<file path="src/design/length_prefixed_frame_parser_unit_macros.svh">
// Assertion macros shared by the frame parser modules
`ifndef LENGTH_PREFIXED_FRAME_PARSER_UNIT_MACROS_SVH
`define LENGTH_PREFIXED_FRAME_PARSER_UNIT_MACROS_SVH

// condition must never hold
`define LPFP_ASSERT_NEVER(lbl, cond, msg) \
    lbl: assert property (@(posedge aclk) disable iff (!aresetn) !(cond)) else $error(msg);

// same-cycle implication
`define LPFP_ASSERT_IMPL(lbl, ante, cons, msg) \
    lbl: assert property (@(posedge aclk) disable iff (!aresetn) (ante) |-> (cons)) \
        else $error(msg);

// next-cycle implication
`define LPFP_ASSERT_NEXT(lbl, ante, cons, msg) \
    lbl: assert property (@(posedge aclk) disable iff (!aresetn) (ante) |=> (cons)) \
        else $error(msg);

`endif

</file>
<file path="src/design/lpfp_pkg.sv">
// Types and codes shared by the frame parser modules
package lpfp_pkg;

    typedef enum logic [1:0] {
        CFG_EXPECTED_VERSION = 2'd0,
        CFG_LOWEST_TYPE      = 2'd1,
        CFG_HIGHEST_TYPE     = 2'd2,
        CFG_MAX_PAYLOAD_LEN  = 2'd3
    } cfg_index_t;

    typedef enum logic [1:0] {
        HERR_NONE    = 2'd0,
        HERR_VERSION = 2'd1,
        HERR_TYPE    = 2'd2,
        HERR_LENGTH  = 2'd3
    } herr_t;

    typedef enum logic [2:0] {
        WST_INCOMPLETE = 3'd0,
        WST_DONE       = 3'd1,
        WST_VERSION    = 3'd2,
        WST_TYPE       = 3'd3,
        WST_LENGTH     = 3'd4
    } wst_t;

    localparam logic [7:0]  RST_EXPECTED_VERSION = 8'd1;
    localparam logic [7:0]  RST_LOWEST_TYPE      = 8'd1;
    localparam logic [7:0]  RST_HIGHEST_TYPE     = 8'd255;
    localparam logic [15:0] RST_MAX_PAYLOAD_LEN  = 16'd512;

    typedef struct packed {
        logic [7:0]  expected_version;
        logic [7:0]  lowest_type;
        logic [7:0]  highest_type;
        logic [15:0] max_payload_len;
    } cfg_t;

    typedef struct packed {
        logic        payload_valid;
        logic [7:0]  payload_byte;
        logic [15:0] payload_index;
        logic        frame_done;
        logic [7:0]  frame_type;
        logic [15:0] frame_length;
        logic [1:0]  header_error;
        logic        status_valid;
        logic [2:0]  write_status;
    } result_t;

endpackage

</file>
<file path="src/design/lpfp_parser.sv">
// Front end: accepts stream words, parses headers and classifies each byte
module lpfp_parser import lpfp_pkg::*; (
    input  logic       aclk,
    input  logic       aresetn,
    input  cfg_t       cfg,
    input  logic       s_valid,
    output logic       s_ready,
    input  logic [7:0] s_in_byte,
    input  logic       s_end_of_write,
    input  logic       q_space,
    output logic       q_push,
    output result_t    q_data
);

    typedef enum logic [2:0] {
        PH_HEADER  = 3'b001,
        PH_PAYLOAD = 3'b010,
        PH_SKIP    = 3'b100
    } phase_t;

    phase_t      phase_reg, phase_next;
    logic [1:0]  hcount_reg, hcount_next;
    logic [7:0]  version_reg, version_next;
    logic [7:0]  type_reg, type_next;
    logic [15:0] length_reg, length_next;
    logic [15:0] remain_reg, remain_next;
    logic [2:0]  first_err_reg, first_err_next;
    logic        seen_reg, seen_next;

    logic        fire;
    logic [15:0] hdr_len;
    logic [15:0] remain_dec;
    logic [1:0]  herr;
    logic        boundary;
    result_t     res;

    assign s_ready = q_space;
    assign fire    = s_valid && q_space;
    assign q_push  = fire;
    assign q_data  = res;

    assign hdr_len    = {length_reg[15:8], s_in_byte};
    assign remain_dec = remain_reg - 16'd1;

    always_comb begin
        phase_next     = phase_reg;
        hcount_next    = hcount_reg;
        version_next   = version_reg;
        type_next      = type_reg;
        length_next    = length_reg;
        remain_next    = remain_reg;
        first_err_next = first_err_reg;
        seen_next      = seen_reg;
        res            = '0;
        herr           = HERR_NONE;
        boundary       = 1'b0;

        unique case (phase_reg)
            PH_PAYLOAD: begin
                res.payload_valid = 1'b1;
                res.payload_byte  = s_in_byte;
                res.payload_index = length_reg - remain_reg;
                res.frame_type    = type_reg;
                res.frame_length  = length_reg;
                remain_next       = remain_dec;
                if (remain_dec == 16'd0) begin
                    res.frame_done = 1'b1;
                    seen_next      = 1'b1;
                    phase_next     = PH_HEADER;
                    hcount_next    = 2'd0;
                end
            end
            PH_SKIP: begin
                remain_next = remain_dec;
                if (remain_dec == 16'd0) begin
                    phase_next = PH_HEADER;
                end
            end
            default: begin
                unique case (hcount_reg)
                    2'd0: version_next = s_in_byte;
                    2'd1: type_next = s_in_byte;
                    2'd2: length_next = {s_in_byte, 8'd0};
                    default: length_next = hdr_len;
                endcase
                hcount_next = hcount_reg + 2'd1;
                if (hcount_reg == 2'd3) begin
                    priority if (version_reg != cfg.expected_version) begin
                        herr = HERR_VERSION;
                    end else if (type_reg < cfg.lowest_type
                                 || type_reg > cfg.highest_type) begin
                        herr = HERR_TYPE;
                    end else if (hdr_len > cfg.max_payload_len) begin
                        herr = HERR_LENGTH;
                    end else begin
                        herr = HERR_NONE;
                    end
                    res.header_error = herr;
                    if (herr != HERR_NONE) begin
                        if (first_err_reg == WST_INCOMPLETE) begin
                            first_err_next = {1'b0, herr} + 3'd1;
                        end
                        remain_next = hdr_len;
                        phase_next  = (hdr_len != 16'd0) ? PH_SKIP : PH_HEADER;
                    end else if (hdr_len == 16'd0) begin
                        res.frame_done = 1'b1;
                        res.frame_type = type_reg;
                        seen_next      = 1'b1;
                    end else begin
                        remain_next = hdr_len;
                        phase_next  = PH_PAYLOAD;
                    end
                end
            end
        endcase

        if (s_end_of_write) begin
            res.status_valid = 1'b1;
            boundary = (phase_next == PH_SKIP)
                       || (phase_next == PH_HEADER && hcount_next == 2'd0);
            if (first_err_next != WST_INCOMPLETE) begin
                res.write_status = first_err_next;
            end else begin
                res.write_status = (boundary && seen_next) ? WST_DONE : WST_INCOMPLETE;
            end
            if (phase_next == PH_SKIP) begin
                phase_next  = PH_HEADER;
                remain_next = 16'd0;
            end
            first_err_next = WST_INCOMPLETE;
            seen_next      = 1'b0;
        end
    end

    always_ff @(posedge aclk) begin
        if (!aresetn) begin
            phase_reg     <= PH_HEADER;
            hcount_reg    <= 2'd0;
            version_reg   <= 8'd0;
            type_reg      <= 8'd0;
            length_reg    <= 16'd0;
            remain_reg    <= 16'd0;
            first_err_reg <= WST_INCOMPLETE;
            seen_reg      <= 1'b0;
        end else if (fire) begin
            phase_reg     <= phase_next;
            hcount_reg    <= hcount_next;
            version_reg   <= version_next;
            type_reg      <= type_next;
            length_reg    <= length_next;
            remain_reg    <= remain_next;
            first_err_reg <= first_err_next;
            seen_reg      <= seen_next;
        end
    end

`include "length_prefixed_frame_parser_unit_macros.svh"

    `LPFP_ASSERT_NEVER(a_remain_nonzero, (phase_reg != PH_HEADER) && (remain_reg == 16'd0), "payload or skip phase with nothing remaining")
    `LPFP_ASSERT_NEVER(a_hcount_outside_header, (phase_reg != PH_HEADER) && (hcount_reg != 2'd0), "header count nonzero outside header phase")
    `LPFP_ASSERT_NEXT(a_done_returns_header, fire && res.frame_done, phase_reg == PH_HEADER, "frame completion did not return to header phase")

endmodule

</file>
<file path="src/design/lpfp_queue.sv">
// Back end: two-entry result queue driving the result channel
module lpfp_queue import lpfp_pkg::*; (
    input  logic    aclk,
    input  logic    aresetn,
    input  logic    push,
    input  result_t push_data,
    output logic    space,
    output logic    m_valid,
    input  logic    m_ready,
    output result_t m_data
);

    result_t    entry_reg [2];
    logic       wr_ptr_reg, rd_ptr_reg;
    logic [1:0] count_reg, count_next;
    logic       pop;

    assign space   = (count_reg != 2'd2);
    assign m_valid = (count_reg != 2'd0);
    assign pop     = m_valid && m_ready;
    assign m_data  = entry_reg[rd_ptr_reg];

    always_comb begin
        count_next = count_reg;
        if (push && !pop) begin
            count_next = count_reg + 2'd1;
        end else if (pop && !push) begin
            count_next = count_reg - 2'd1;
        end
    end

    always_ff @(posedge aclk) begin
        if (push) begin
            entry_reg[wr_ptr_reg] <= push_data;
        end
    end

    always_ff @(posedge aclk) begin
        if (!aresetn) begin
            wr_ptr_reg <= 1'b0;
            rd_ptr_reg <= 1'b0;
            count_reg  <= 2'd0;
        end else begin
            if (push) begin
                wr_ptr_reg <= ~wr_ptr_reg;
            end
            if (pop) begin
                rd_ptr_reg <= ~rd_ptr_reg;
            end
            count_reg <= count_next;
        end
    end

`include "length_prefixed_frame_parser_unit_macros.svh"

    `LPFP_ASSERT_NEVER(a_count_range, count_reg == 2'd3, "queue count out of range")
    `LPFP_ASSERT_NEVER(a_push_full, push && (count_reg == 2'd2), "push into full queue")
    `LPFP_ASSERT_IMPL(a_ptr_count, (count_reg == 2'd0) || (count_reg == 2'd2), wr_ptr_reg == rd_ptr_reg, "pointers disagree with count")

endmodule

</file>
<file path="src/design/length_prefixed_frame_parser_unit.sv">
// Top level of the length-prefixed frame parser
//
// Input channel (s_*): one stream byte per word plus an end-of-write flag.
// Result channel (m_*): exactly one result word per input word, in order:
//   payload pass-through with index, frame completion, header verdict on
//   the fourth header byte, and a write status on the last byte of a write.
// Configuration: cfg_wr_en writes cfg_wr_data to register cfg_wr_index
//   (0 expected version, 1 lowest type, 2 highest type, 3 max payload
//   length); write only while the block is idle.
// Output: each result is registered in the queue before m_valid offers it.
// Throughput: one byte per cycle while the queue has space, set by the parse
//   step and the two-entry result queue.
// Reset (aresetn low, synchronous): registers return to defaults, the
//   parser goes to the start of a header and the queue empties.
// Receiver stall: the queue holds up to two results; s_ready drops only
//   when both entries are occupied.
module length_prefixed_frame_parser_unit import lpfp_pkg::*; (
    input  logic        aclk,
    input  logic        aresetn,
    input  logic        cfg_wr_en,
    input  logic [1:0]  cfg_wr_index,
    input  logic [15:0] cfg_wr_data,
    input  logic        s_valid,
    output logic        s_ready,
    input  logic [7:0]  s_in_byte,
    input  logic        s_end_of_write,
    output logic        m_valid,
    input  logic        m_ready,
    output logic        m_payload_valid,
    output logic [7:0]  m_payload_byte,
    output logic [15:0] m_payload_index,
    output logic        m_frame_done,
    output logic [7:0]  m_frame_type,
    output logic [15:0] m_frame_length,
    output logic [1:0]  m_header_error,
    output logic        m_status_valid,
    output logic [2:0]  m_write_status
);

    cfg_t    cfg_reg;
    logic    q_space;
    logic    q_push;
    result_t q_data;
    result_t m_data;

    always_ff @(posedge aclk) begin
        if (!aresetn) begin
            cfg_reg.expected_version <= RST_EXPECTED_VERSION;
            cfg_reg.lowest_type      <= RST_LOWEST_TYPE;
            cfg_reg.highest_type     <= RST_HIGHEST_TYPE;
            cfg_reg.max_payload_len  <= RST_MAX_PAYLOAD_LEN;
        end else if (cfg_wr_en) begin
            unique case (cfg_index_t'(cfg_wr_index))
                CFG_EXPECTED_VERSION: cfg_reg.expected_version <= cfg_wr_data[7:0];
                CFG_LOWEST_TYPE:      cfg_reg.lowest_type      <= cfg_wr_data[7:0];
                CFG_HIGHEST_TYPE:     cfg_reg.highest_type     <= cfg_wr_data[7:0];
                CFG_MAX_PAYLOAD_LEN:  cfg_reg.max_payload_len  <= cfg_wr_data;
                default: ;
            endcase
        end
    end

    lpfp_parser u_parser (
        .aclk           (aclk),
        .aresetn        (aresetn),
        .cfg            (cfg_reg),
        .s_valid        (s_valid),
        .s_ready        (s_ready),
        .s_in_byte      (s_in_byte),
        .s_end_of_write (s_end_of_write),
        .q_space        (q_space),
        .q_push         (q_push),
        .q_data         (q_data)
    );

    lpfp_queue u_queue (
        .aclk      (aclk),
        .aresetn   (aresetn),
        .push      (q_push),
        .push_data (q_data),
        .space     (q_space),
        .m_valid   (m_valid),
        .m_ready   (m_ready),
        .m_data    (m_data)
    );

    assign m_payload_valid = m_data.payload_valid;
    assign m_payload_byte  = m_data.payload_byte;
    assign m_payload_index = m_data.payload_index;
    assign m_frame_done    = m_data.frame_done;
    assign m_frame_type    = m_data.frame_type;
    assign m_frame_length  = m_data.frame_length;
    assign m_header_error  = m_data.header_error;
    assign m_status_valid  = m_data.status_valid;
    assign m_write_status  = m_data.write_status;

endmodule
</file>
<file path="config.mk">
export PLATFORM = sky130hd
export DESIGN_NAME = length_prefixed_frame_parser_unit
export DESIGN_NICKNAME = d
export VERILOG_FILES = /design/src/design/lpfp_pkg.sv /design/src/design/lpfp_parser.sv /design/src/design/lpfp_queue.sv /design/src/design/length_prefixed_frame_parser_unit.sv
export VERILOG_INCLUDE_DIRS = /design/src /design/src/design
export SDC_FILE = /design/constraint.sdc
export NUM_CORES = 1
export LEC_CHECK = 0
export ABC_AREA = 0
export BUFFER_PORTS_ARGS = -buffer_cell sky130_fd_sc_hd__buf_2
export CORE_ASPECT_RATIO = 2
export CORE_MARGIN = 3
export CORE_UTILIZATION = 50
export DETAILED_ROUTE_END_ITERATION = 16
export PLACE_DENSITY = 0.69
export SLEW_MARGIN = 20
export SYNTH_ARGS = -nofsm -noshare
export SYNTH_HDL_FRONTEND = slang
export SYNTH_SLANG_ARGS = --single-unit
</file>
<file path="constraint.sdc">
create_clock -name aclk -period 6.8 [get_ports aclk]
set_input_delay 0.34 -clock aclk [delete_from_list [all_inputs] [get_ports aclk]]
set_output_delay 0.34 -clock aclk [all_outputs]
set_load 0.02 [all_outputs]
</file>
==> impl_metrics.ini <==
[power_and_ir_drop]
p_total_w = 0.00391
powerDensity_nw_per_um2 = 321
p_seq_share_pct = 40.3
internal-power_w = 0.00264
power_switching_w = 0.00127
combPwrFrac_pct = 29.7
switching_share_pct = 32.5
peakVddDrop_v = 0.000268
p_leak_nw = 4.66
clockPowerShare_pct = 30.0

[global_route]
groute.usage.overall_pct = 23.3
grt_pass1_wl_mm = 42.7
first_global_vias = 8149
antenna_found_initial = 0
grt_max_degree = 90
grt_overflow_total = 0

[detailed_routing]
postRouteWirelength_mm = 27.1
viasPerCell = 5.75
wl_per_cell_microns = 19.4
first_iter_violations = 400
drcViolationCount = 0
vias = 8039
antenna_left = 0
drtPass1Iterations = 5

[placement]
gp_congestion = 0.987
portBuffers = 89
post-place-cells = 1362
hpwl_mm = 19.7
dp_worst_setup_slack_ps = 2710

[synth]
synth_cell_types = 67
synth_cells = 1040
seq_area_frac_synth_pct = 50.0
synthFlopType = edfxtp_1
synthArstFlopShare_pct = 0
ys_ff_latch = 214
synth_edf_count = 112
synth_area_per_cell_sq_um = 10.4
synth-warning-count = 0
syn_nets = 1128
netlist_area_sq_um = 10800

[timing]
fin_crit_ps = 4110
hold_violations = 0
fin_crit_sh_pct = 60.4
rsz0062_at_grt = false
slew_viol_final = 0
tns_ps = 0
finalSetupViolCount = 0
layout_setup_ws_ps = 2690
tightestPinTransition_ps = 971
relSlewSlack_pct = 35.3
finClkSkew_ps = 20.4
fmax_mhz = 243

[final_layout]
num-nets-final = 1203
layout-drive-gt1-share_pct = 18.9
finalCoreUtilization_pct = 57.7
fin_cells = 1398
layout_commonest_cell = edfxtp_1
antenna_cells = 0
layout_common_cells = edfxtp_1, nand2_1, dfxtp_1
largest_reg_flops = 112
n_fill_cell = 1882
syn2layout_area_growth_pct = 12.6

[setup_path]
critPathArrivalTime_ps = 4500
crit_required_ps = 7190
startpoint = u_parser.length_reg[9]$_SDFFE_PN0P_
crit_path_end_kind = flip-flop
cp-start-kind = flip-flop
worst_r2r_endpoint = u_parser.remain_reg[10]$_SDFFE_PN0P_
r2r_start = u_parser.length_reg[9]$_SDFFE_PN0P_
reg2reg_slack_ps = 2690
cp_max_fo = 11
crit_type = reg -> reg
r2r_cells = 14

[cts]
htreeDepth = 1
cts_made_buffers = 20
clkTransAtPathRegs_ps = 70
post_cts_buffers = 0
hold_buffers = 0
clockBufferDepth = 3
ctsResizeCount = 0
tritoncts = yes
clock_sinks = 214
clockRootBuffer = clkbuf_16
clk_latency_ps = 520

[floorplan]
fp.dieH_microns = 214
rows = 75
dieArea_sq_um = 23500
core_area_sq_um = 21100
start_util_pct = 51.2
die_x_microns = 110
ios = 90

[min_path]
min_to = cfg_reg[9]$_SDFFE_PN1P_
min_from = cfg_wr_data[9]
min_path_cells = 3
hold_path_class = in -> reg

[flow_run]
drv_cap = 0

[run_status]
status = finished clean
## routing by layer
layer  up-vias  track usage, %  wire length [microns]
met4         0            14.1                   1740
met3        85            2.05                    968
li1       3877               -                      -
met5         -               0                      0
met2       207            42.9                  15000
met1      3870            24.6                   9470
## kinds of logic (layout without fill, tap and decap cells)
kind of cell             count (synthesis)  in the layout  share of synthesized area [%]
XOR/XNOR                                30             30                           2.43
AND/OR/NAND/NOR                        359            359                           17.0
buffers and inverters                  111            200                           4.09
AO/OA/AOI/OAI                          195            195                           12.4
multiplexers                            75             75                           7.60
adder cells (fa/ha/maj)                 56             56                           6.55
flip-flops                             214            214                           50.0
## how the worst max path moves through the flow
stage,cells past startpoint,endpoint
final,14,u_parser.remain_reg[10]$_SDFFE_PN0P_
after global placement,14,u_parser.remain_reg[8]$_SDFFE_PN0P_
after global routing,14,u_parser.remain_reg[8]$_SDFFE_PN0P_
after floorplan,3,u_queue.entry_reg[0][0]$_DFFE_PP_
after CTS,14,u_parser.remain_reg[8]$_SDFFE_PN0P_
after detailed placement,14,u_parser.remain_reg[8]$_SDFFE_PN0P_
## area by class of cell
class                      count  area (sq um)  share of cell area (%)
tap                          269           337                    2.76
inverter                      65           244                    2.00
clock buffer                  21           514                    4.22
timing repair buffer          99           520                    4.27
multi-input combinational    715          4980                    40.9
clock inverter                15           175                    1.44
sequential                   214          5410                    44.4
## per-stage QoR
stage	hold slack (ps)	area, sq um
after floorplan	436	10800
after global placement	448	11500
after detailed placement	459	11500
after CTS	63.7	12200
after global routing	79.0	12200
final	75.6	12200
## worst max-delay path, cell delays in order (launching register included)
cell	delay, ps
dfxtp_1	560
ha_1	320
a21o_1	160
a21oi_1	140
o21ai_0	140
a211oi_1	510
nor2_1	90
o21ai_0	320
ha_1	260
inv_1	80
o21ai_1	490
and2_1	510
a21oi_1	80
o221ai_1	270
o21ai_2	70
## cell usage after synthesis, drive strengths merged, types with 3 or more instances
cell | n | share of area (%)
mux2 | 57 | 5.9
and2 | 31 | 1.8
nor2b | 38 | 2.2
clkbuf | 38 | 1.3
nand3 | 42 | 2.1
nor3b | 11 | 0.81
nor3 | 16 | 0.74
mux2i | 18 | 1.7
ha | 55 | 6.4
buf | 8 | 0.51
a211oi | 3 | 0.21
dfxtp | 102 | 19
nand2 | 103 | 3.6
nor4 | 9 | 0.86
nand4 | 18 | 1.0
a22oi | 3 | 0.21
nand2b | 6 | 0.35
xor2 | 7 | 0.57
and3 | 9 | 0.52
o21ai | 41 | 2.2
o41ai | 3 | 0.24
a21oi | 40 | 1.9
inv | 65 | 2.3
edfxtp | 112 | 31
o221ai | 6 | 0.49
or3 | 6 | 0.35
a21o | 8 | 0.56
o211ai | 16 | 1.1
a21boi | 44 | 3.1
xnor2 | 23 | 1.9
nor2 | 64 | 2.2
a31oi | 5 | 0.29
## power by group through the flow
stage	Clock (W)	Sequential [W]	Combinational (W)
2_1_floorplan	0	0.00158	0.000871
3_3_place_gp	0	0.00160	0.00117
3_5_place_dp	0	0.00160	0.00117
4_1_cts	0.00120	0.00157	0.00118
5_1_grt	0.00125	0.00159	0.00128
6_report	0.00117	0.00157	0.00116
No activity file was read; power rests on OpenSTA's default activity.
